### src/hw/rtl/mfd_pkg.sv
// Shared types and constants of the motor feedback frame decoder.
`default_nettype none
package mfd_pkg;

	localparam int unsigned LIMIT_W = 24;
	localparam int unsigned VALUE_W = 25;

	localparam logic [22:0] POS_LIMIT_RST = 23'd819200;
	localparam logic [23:0] VEL_LIMIT_RST = 24'd1966080;
	localparam logic [22:0] TRQ_LIMIT_RST = 23'd655360;

	// Half a turn in Q16.16, rounded down.
	localparam logic signed [24:0] PI_Q16 = 25'sd205887;

	localparam logic signed [15:0] COUNT_MAX = 16'sh7FFF;
	localparam logic signed [15:0] COUNT_MIN = 16'sh8000;

	typedef enum logic [1:0] {
		CFG_POS_LIMIT = 2'd0,
		CFG_VEL_LIMIT = 2'd1,
		CFG_TRQ_LIMIT = 2'd2
	} mfd_cfg_idx_t;

	// Load strobes of the scaling stages, shared by all three lanes.
	typedef struct packed {
		logic ld_s2;
		logic ld_s3;
		logic ld_s4;
		logic ld_s5;
	} mfd_adv_t;

	// Fields that ride along the pipeline untouched.
	typedef struct packed {
		logic [3:0] fault_state;
		logic [7:0] mos_temperature;
		logic [7:0] rotor_temperature;
	} mfd_meta_t;

endpackage
`default_nettype wire

### src/hw/rtl/mfd_map.sv
// One scaling lane: maps a raw code linearly onto the range -limit..+limit.
`default_nettype none
module mfd_map (
	input  wire logic                           clk,
	input  wire mfd_pkg::mfd_adv_t              adv,
	input  wire logic                           wide,
	input  wire logic [15:0]                    code_s1,
	input  wire logic [mfd_pkg::LIMIT_W-1:0]    limit,
	output logic signed [mfd_pkg::VALUE_W-1:0]  value_s5
);

	localparam logic [17:0] DEN16  = 18'd65535;
	localparam logic [17:0] DEN12  = 18'd4095;
	localparam logic [40:0] HALF16 = 41'd32767;
	localparam logic [40:0] HALF12 = 41'd2047;

	logic [39:0]        prod;
	logic [40:0]        m_next;
	logic [40:0]        m_s2;
	logic [25:0]        t1;
	logic [25:0]        t2;
	logic [25:0]        t3;
	logic [25:0]        qa_next;
	logic [25:0]        qa_s3;
	logic [17:0]        m_lo_s3;
	logic [17:0]        qa_shift;
	logic [17:0]        r_next;
	logic [25:0]        qa_s4;
	logic [17:0]        r_s4;
	logic [17:0]        den1;
	logic [17:0]        den2;
	logic [17:0]        den3;
	logic [1:0]         corr;
	logic [25:0]        q;
	logic signed [26:0] val_w;

	// Rounded quotient is floor((2*code*limit + (den-1)/2) / den).
	assign prod   = 40'(code_s1) * 40'(limit);
	assign m_next = {prod, 1'b0} + (wide ? HALF16 : HALF12);

	// Division by 2^b-1 as a sum of shifted copies; it falls short by at most three.
	always_comb begin
		if (wide) begin
			t1 = {1'b0, m_s2[40:16]};
			t2 = {17'b0, m_s2[40:32]};
			t3 = 26'd0;
		end else begin
			t1 = m_s2[37:12];
			t2 = {12'b0, m_s2[37:24]};
			t3 = {24'b0, m_s2[37:36]};
		end
		qa_next = t1 + t2 + t3;
	end

	// The remainder is below 2^18, so only its low bits need computing.
	assign qa_shift = wide ? {qa_s3[1:0], 16'b0} : {qa_s3[5:0], 12'b0};
	assign r_next   = m_lo_s3 - qa_shift + qa_s3[17:0];

	always_comb begin
		den1  = wide ? DEN16 : DEN12;
		den2  = {den1[16:0], 1'b0};
		den3  = den2 + den1;
		corr  = 2'({1'b0, r_s4 >= den1} + {1'b0, r_s4 >= den2} + {1'b0, r_s4 >= den3});
		q     = qa_s4 + {24'b0, corr};
		val_w = $signed({1'b0, q}) - $signed({3'b0, limit});
	end

	always_ff @(posedge clk) begin
		if (adv.ld_s2) begin
			m_s2 <= m_next;
		end
		if (adv.ld_s3) begin
			qa_s3   <= qa_next;
			m_lo_s3 <= m_s2[17:0];
		end
		if (adv.ld_s4) begin
			qa_s4 <= qa_s3;
			r_s4  <= r_next;
		end
		if (adv.ld_s5) begin
			value_s5 <= val_w[mfd_pkg::VALUE_W-1:0];
		end
	end

endmodule
`default_nettype wire

### src/hw/rtl/mfd_turn.sv
// Turn counter: detects position wraps and keeps a saturating signed count.
`default_nettype none
module mfd_turn (
	input  wire logic               clk,
	input  wire logic               arst_n,
	input  wire logic               ld,
	input  wire logic signed [23:0] pos,
	output logic signed [15:0]      wrap_q
);

	logic signed [23:0] prev_q;
	logic signed [24:0] diff;
	logic signed [15:0] wrap_next;

	always_comb begin
		diff      = $signed({pos[23], pos}) - $signed({prev_q[23], prev_q});
		wrap_next = wrap_q;
		if (diff > mfd_pkg::PI_Q16) begin
			if (wrap_q != mfd_pkg::COUNT_MIN) begin
				wrap_next = wrap_q - 16'sd1;
			end
		end else if (diff < -mfd_pkg::PI_Q16) begin
			if (wrap_q != mfd_pkg::COUNT_MAX) begin
				wrap_next = wrap_q + 16'sd1;
			end
		end
	end

	always_ff @(posedge clk or negedge arst_n) begin
		if (!arst_n) begin
			prev_q <= '0;
			wrap_q <= '0;
		end else if (ld) begin
			prev_q <= pos;
			wrap_q <= wrap_next;
		end
	end

`ifndef SYNTHESIS
	a_wrap_holds: assert property (@(posedge clk) disable iff (!arst_n)
		!ld |=> $stable(wrap_q) && $stable(prev_q))
		else $error("turn count moved without a new frame");

	a_no_wrap_over_top: assert property (@(posedge clk) disable iff (!arst_n)
		(wrap_q == mfd_pkg::COUNT_MAX) |=> (wrap_q != mfd_pkg::COUNT_MIN))
		else $error("turn count overflowed instead of saturating");

	a_step_of_one: assert property (@(posedge clk) disable iff (!arst_n)
		ld |=> (wrap_q == $past(wrap_q)) || (wrap_q == $past(wrap_q) + 16'sd1)
			|| (wrap_q == $past(wrap_q) - 16'sd1))
		else $error("turn count changed by more than one");
`endif

endmodule
`default_nettype wire

### src/hw/rtl/motor_feedback_frame_decoder_core.sv
// Top level of the motor feedback frame decoder: handshake, pipeline and config registers.
//
// Usage:
//   A frame beat is taken on in_valid/in_ready with the 64-bit frame, byte 0 in
//   bits 63..56. Each frame yields exactly one result beat on out_valid/out_ready
//   carrying the decoded fields, the turn count and the total angle.
//   The limits are written on cfg_valid/cfg_ready (always ready) with cfg_index
//   0 = position, 1 = velocity, 2 = torque limit; other indexes are ignored.
//   Write them only while no frame is in flight.
//   The datapath is a seven-stage pipeline: input register, multiply, quotient
//   estimate, remainder, correction, turn tracking, output register. One frame
//   is taken every cycle while the receiver keeps taking results.
//   When the receiver stalls, the result holds in the output register and
//   frames keep entering until every stage is occupied; then in_ready drops.
//   Reset empties the pipeline, loads the default limits and clears the stored
//   position and the turn count.
`default_nettype none
module motor_feedback_frame_decoder_core (
	input  wire logic               clk,
	input  wire logic               arst_n,
	input  wire logic               in_valid,
	output logic                    in_ready,
	input  wire logic [63:0]        frame,
	output logic                    out_valid,
	input  wire logic               out_ready,
	output logic [3:0]              fault_state,
	output logic signed [23:0]      position,
	output logic signed [24:0]      velocity,
	output logic signed [23:0]      torque,
	output logic [7:0]              mos_temperature,
	output logic [7:0]              rotor_temperature,
	output logic signed [15:0]      turn_count,
	output logic signed [47:0]      multi_turn_angle,
	output logic                    alive,
	input  wire logic               cfg_valid,
	output logic                    cfg_ready,
	input  wire logic [1:0]         cfg_index,
	input  wire logic [23:0]        cfg_data
);

	logic [22:0] pos_limit_q;
	logic [23:0] vel_limit_q;
	logic [22:0] trq_limit_q;

	logic v_s1, v_s2, v_s3, v_s4, v_s5, v_s6, v_s7;
	logic rdy_s1, rdy_s2, rdy_s3, rdy_s4, rdy_s5, rdy_s6, rdy_s7;

	mfd_pkg::mfd_adv_t  adv;
	mfd_pkg::mfd_meta_t meta_s1, meta_s2, meta_s3, meta_s4, meta_s5, meta_s6, meta_s7;

	logic [15:0] pcode_s1;
	logic [15:0] vcode_s1;
	logic [15:0] tcode_s1;

	logic signed [24:0] pos_val_s5;
	logic signed [24:0] vel_val_s5;
	logic signed [24:0] trq_val_s5;

	logic signed [23:0] pos_s6;
	logic signed [24:0] vel_s6;
	logic signed [23:0] trq_s6;
	logic signed [15:0] wrap_q;

	logic signed [40:0] turn_prod;
	logic signed [47:0] total_next;

	logic signed [23:0] position_s7;
	logic signed [24:0] velocity_s7;
	logic signed [23:0] torque_s7;
	logic signed [15:0] turn_s7;
	logic signed [47:0] total_s7;
	logic               alive_s7;

	// A stage takes a new beat when it is empty or its content moves on.
	always_comb begin
		rdy_s7 = !v_s7 || out_ready;
		rdy_s6 = !v_s6 || rdy_s7;
		rdy_s5 = !v_s5 || rdy_s6;
		rdy_s4 = !v_s4 || rdy_s5;
		rdy_s3 = !v_s3 || rdy_s4;
		rdy_s2 = !v_s2 || rdy_s3;
		rdy_s1 = !v_s1 || rdy_s2;
		adv.ld_s2 = rdy_s2;
		adv.ld_s3 = rdy_s3;
		adv.ld_s4 = rdy_s4;
		adv.ld_s5 = rdy_s5;
	end

	assign in_ready  = rdy_s1;
	assign cfg_ready = 1'b1;

	always_ff @(posedge clk or negedge arst_n) begin
		if (!arst_n) begin
			v_s1 <= 1'b0;
			v_s2 <= 1'b0;
			v_s3 <= 1'b0;
			v_s4 <= 1'b0;
			v_s5 <= 1'b0;
			v_s6 <= 1'b0;
			v_s7 <= 1'b0;
		end else begin
			if (rdy_s1) v_s1 <= in_valid;
			if (rdy_s2) v_s2 <= v_s1;
			if (rdy_s3) v_s3 <= v_s2;
			if (rdy_s4) v_s4 <= v_s3;
			if (rdy_s5) v_s5 <= v_s4;
			if (rdy_s6) v_s6 <= v_s5;
			if (rdy_s7) v_s7 <= v_s6;
		end
	end

	always_ff @(posedge clk or negedge arst_n) begin
		if (!arst_n) begin
			pos_limit_q <= mfd_pkg::POS_LIMIT_RST;
			vel_limit_q <= mfd_pkg::VEL_LIMIT_RST;
			trq_limit_q <= mfd_pkg::TRQ_LIMIT_RST;
		end else if (cfg_valid) begin
			case (cfg_index)
				mfd_pkg::CFG_POS_LIMIT: pos_limit_q <= cfg_data[22:0];
				mfd_pkg::CFG_VEL_LIMIT: vel_limit_q <= cfg_data;
				mfd_pkg::CFG_TRQ_LIMIT: trq_limit_q <= cfg_data[22:0];
				default: begin
				end
			endcase
		end
	end

	// Frame unpacking into the input register.
	always_ff @(posedge clk) begin
		if (rdy_s1) begin
			meta_s1.fault_state       <= frame[63:60];
			meta_s1.mos_temperature   <= frame[15:8];
			meta_s1.rotor_temperature <= frame[7:0];
			pcode_s1                  <= frame[55:40];
			vcode_s1                  <= {4'b0, frame[39:28]};
			tcode_s1                  <= {4'b0, frame[27:16]};
		end
		if (rdy_s2) meta_s2 <= meta_s1;
		if (rdy_s3) meta_s3 <= meta_s2;
		if (rdy_s4) meta_s4 <= meta_s3;
		if (rdy_s5) meta_s5 <= meta_s4;
		if (rdy_s6) begin
			meta_s6 <= meta_s5;
			pos_s6  <= pos_val_s5[23:0];
			vel_s6  <= vel_val_s5;
			trq_s6  <= trq_val_s5[23:0];
		end
		if (rdy_s7) begin
			meta_s7     <= meta_s6;
			position_s7 <= pos_s6;
			velocity_s7 <= vel_s6;
			torque_s7   <= trq_s6;
			turn_s7     <= wrap_q;
			total_s7    <= total_next;
			alive_s7    <= (meta_s6.fault_state != 4'd0);
		end
	end

	mfd_map u_map_pos (
		.clk      (clk),
		.adv      (adv),
		.wide     (1'b1),
		.code_s1  (pcode_s1),
		.limit    ({1'b0, pos_limit_q}),
		.value_s5 (pos_val_s5)
	);

	mfd_map u_map_vel (
		.clk      (clk),
		.adv      (adv),
		.wide     (1'b0),
		.code_s1  (vcode_s1),
		.limit    (vel_limit_q),
		.value_s5 (vel_val_s5)
	);

	mfd_map u_map_trq (
		.clk      (clk),
		.adv      (adv),
		.wide     (1'b0),
		.code_s1  (tcode_s1),
		.limit    ({1'b0, trq_limit_q}),
		.value_s5 (trq_val_s5)
	);

	// The count is updated as a frame enters stage six, so wrap_q belongs to it there.
	mfd_turn u_turn (
		.clk    (clk),
		.arst_n (arst_n),
		.ld     (rdy_s6 && v_s5),
		.pos    (pos_val_s5[23:0]),
		.wrap_q (wrap_q)
	);

	assign turn_prod  = 41'(wrap_q) * 41'($signed({1'b0, pos_limit_q, 1'b0}));
	assign total_next = 48'(turn_prod) + 48'(pos_s6);

	assign out_valid         = v_s7;
	assign fault_state       = meta_s7.fault_state;
	assign mos_temperature   = meta_s7.mos_temperature;
	assign rotor_temperature = meta_s7.rotor_temperature;
	assign position          = position_s7;
	assign velocity          = velocity_s7;
	assign torque            = torque_s7;
	assign turn_count        = turn_s7;
	assign multi_turn_angle  = total_s7;
	assign alive             = alive_s7;

`ifndef SYNTHESIS
	a_alive_matches: assert property (@(posedge clk) disable iff (!arst_n)
		out_valid |-> (alive == (fault_state != 4'd0)))
		else $error("alive flag disagrees with fault state");

	a_empty_takes: assert property (@(posedge clk) disable iff (!arst_n)
		!v_s1 |-> in_ready)
		else $error("input refused with an empty input stage");

	a_full_stalls: assert property (@(posedge clk) disable iff (!arst_n)
		(v_s1 && v_s2 && v_s3 && v_s4 && v_s5 && v_s6 && v_s7 && !out_ready) |-> !in_ready)
		else $error("input taken while the pipeline is full and stalled");
`endif

endmodule
`default_nettype wire
### config.mk
export PLATFORM = sky130hd
export DESIGN_NAME = motor_feedback_frame_decoder_core
export DESIGN_NICKNAME = d
export VERILOG_FILES = /design/src/hw/rtl/mfd_pkg.sv /design/src/hw/rtl/mfd_map.sv /design/src/hw/rtl/mfd_turn.sv /design/src/hw/rtl/motor_feedback_frame_decoder_core.sv
export SDC_FILE = /design/constraint.sdc
export NUM_CORES = 2
export LEC_CHECK = 0
export BUFFER_PORTS_ARGS = -buffer_cell sky130_fd_sc_hd__buf_2
export CORE_MARGIN = 10
export CORE_UTILIZATION = 30
export DETAILED_ROUTE_END_ITERATION = 7
export PLACE_DENSITY_LB_ADDON = 0.08
export SYNTH_ARGS = -nofsm -noshare
export SYNTH_HDL_FRONTEND = slang
export SYNTH_SLANG_ARGS = --single-unit
### constraint.sdc
create_clock -name clk -period 25.8 [get_ports clk]
set_input_delay 5.16 -clock clk [delete_from_list [all_inputs] [get_ports clk]]
set_output_delay 5.16 -clock clk [all_outputs]
set_load 0.01 [all_outputs]
==> run_results.csv <==
group,metric,value,unit
clocking,h-tree-depth,3,
die,initial_core_util,30.2,%
synth,synth-edff-count,821,
global_routing,antenna_found_initial,15,
clocking,clk_latency,0.87,ns
setup_path,rrSetupSlack,15.64,ns
setup_path,timing.rr.start,"pos_limit_q[8]$_DFFE_PN0P_",
synth,synthTopCellsByCount,"inv_1, nand2_1, fa_1, edfxtp_1, ha_1",
run_status,status,"complete, no violations",
route,initialDrtViolationCount,2909,
timing,timing.final.crit_share,48.0,%
synth,ys_seq_area_share,31.4,%
die,dieWidth,561,um
place,place_congestion,0.796,
route,wl,251,mm
synth,synthArstFlopShare,12.5,%
route,ant_nets,0,
place,dp_hpwl,193,mm
die,fp.coreArea,291000,um2
timing,min_period,12.37,ns
timing,setup_ws,13.43,ns
global_routing,grt_max_degree,108,
clocking,hold_buffers,0,
setup_path,critical_path.cell_chain,"buf_2, nor2b_1, and2_1, and3_1, nand4_1, buf_4, buf_2",
global_routing,grtUsageTotal,15.8,%
timing,timing.fmax,0.0808,GHz
synth,synth-main-ff-cell,"edfxtp_1",
worst_hold_path,hold_class,"reg -> reg",
timing,finalHoldViolations,0,
timing,rsz0062_at_grt,"false",
synth,yosysTopAreaCellShare,28.1,%
synth,ys_types,105,
route,avgRoutedWirePerCell,19.9,um
timing,finClkSkew,0.0627,ns
timing,worst_hold_slack,0.405,ns
setup_path,cp-start-kind,"primary input",
timing,slew_violations,0,
route,firstDrtPassIters,5,
setup_path,max_stage_delay,0.46,ns
clocking,cts_tree,"done",
clocking,numClockSinks,938,
timing,setup_viol,0,
final_layout,nets,10500,
setup_path,startpoint,"out_ready",
run,drv_cap,0,
synth,yosys_warnings,0,
setup_path,arrival,7.21,ns
clocking,cts_made_buffers,122,
setup_path,crit_path_frequent_cell,"buf_2",
synth,synth_cells,8407,
setup_path,required,20.64,ns
setup_path,path_max_fanout,16,
route,vias_per_cell,4.67,
setup_path,critPathSlowestCell,"and3_1",
setup_path,critPathKind,"in -> out",
synth,synth_fp_nets,10400,
setup_path,reg2reg_depth,33,
global_routing,first_global_vias,63000,
timing,tightestPinTransition,1.34,ns
clocking,clkTransAtPathRegs,0.06,ns
clocking,clk_path_buf_depth,4,
clocking,root_buffer,"clkbuf_16",
place,preCtsSetupSlack,13.39,ns
setup_path,cp-end-kind,"output port",
die,num_rows,198,
route,drc,0,
die,die_y,561,um
clocking,cts_resized,0,
final_layout,final_util,33.4,%
worst_hold_path,min_path_cells,0,
clocking,postCtsSetupBuffers,0,
setup_path,crit_path_end,"in_ready",
die,die-area,315000,um2
worst_hold_path,hp-start,"u_map_vel.m_s2[4]$_DFFE_PP_",
timing,slew_headroom,10.7,%
global_routing,grt_pass1_wl,388,mm
synth,synth_most_common_cell,"inv_1",
synth,synth_area_leaders,"edfxtp_1, fa_1, ha_1, inv_1, nand2_1",
synth,syn_avg_cell_area,10.4,um2
final_layout,layout-drive-gt1-share,7.90,%
timing,setup_tns,0,ns
global_routing,gr-total-overflow,0,
synth,ys_seq_elements,938,
synth,synth_top_cell_by_area,"edfxtp_1",
place,port_buffers,250,
synth,netlist_area,87800,um2
route,via_count,58700,
setup_path,r2r-end,"multi_turn_angle[46]$_DFFE_PP_",
die,io_pins,256,
final_layout,area_growth,10.9,%
## layout by cell type (no fill, tap or decap), drive strengths merged, types with 148 or more instances in the layout
cell | Yosys | layout
nand2 | 1097 | 1097
nor2 | 272 | 272
edfxtp | 821 | 821
xor2 | 148 | 148
inv | 1540 | 1550
a21oi | 241 | 241
clkbuf | 253 | 157
xnor2 | 298 | 298
and2 | 424 | 424
fa | 1043 | 1043
buf | 23 | 317
ha | 815 | 815
o21ai | 190 | 190
## worst min path at each step
stage | end | slack [ns]
2_1_floorplan | meta_s2[0]$_DFFE_PP_ | 0.40
3_3_place_gp | meta_s6[17]$_DFFE_PN_ | 0.40
3_5_place_dp | meta_s2[18]$_DFFE_PP_ | 0.40
4_1_cts | meta_s6[2]$_DFFE_PN_ | 0.40
5_1_grt | u_map_vel.m_lo_s3[4]$_DFFE_PP_ | 0.41
6_report | u_map_vel.m_lo_s3[4]$_DFFE_PP_ | 0.41
## worst max-delay path, delay by kind of cell
kind	cells	cell delay, ns
buffers and inverters	3	0.59
AND/OR/NAND/NOR	4	1.42
## per-stage QoR
stage,instances,cell area [um2]
2_1_floorplan,8407,87800
3_3_place_gp,12300,93400
3_5_place_dp,12300,93400
4_1_cts,12600,97300
5_1_grt,12600,97300
6_report,12600,97300
## sequential cells by signal, summed over array words and instances, names as in the netlist, 25 cells and up
| name | flops |
|---|---|
| multi_turn_angle | 41 |
| u_map_pos.m_s2 | 40 |
| u_map_vel.m_s2 | 37 |
| u_map_trq.m_s2 | 36 |
| u_map_vel.qa_s3 | 25 |
| u_map_vel.qa_s4 | 25 |
| u_map_vel.value_s5 | 25 |
| vel_s6 | 25 |
| velocity | 25 |
## final cells by class
cell class | instances | area, um2
Clock inverter | 68 | 591
Tap cell | 3900 | 4880
Multi-Input combinational cell | 5651 | 53300
Antenna cell | 11 | 27.5
Timing Repair Buffer | 317 | 1770
Inverter | 1542 | 5810
Sequential cell | 938 | 27600
Fill cell | 29700 | 194000
Clock buffer | 157 | 3280
## metal layers
layer | GRT usage, % | vias to the layer above | share of wire [%]
li1 | - | 27600 | -
met5 | 0 | - | 0
met4 | 3.24 | 0 | 2.2
met1 | 22.2 | 29900 | 48
met3 | 2.11 | 271 | 3.9
met2 | 26.0 | 999 | 46
## logic make-up (layout without fill, tap and decap cells)
family,after synthesis,in the layout,synth area share [%]
AOI/OAI and AO/OA,908,908,6.90
xor gates and xnor gates,446,446,4.45
buffers and inverters,1818,2084,7.83
other,1,12,0.00427
adders and majority gates,1858,1858,35.4
and+or+nand+nor,2343,2343,12.8
DFF,938,938,31.4
muxes,95,95,1.20
Power is not shown: default switching activity piles up to over one toggle a cycle in this logic, so the estimate is an artifact.
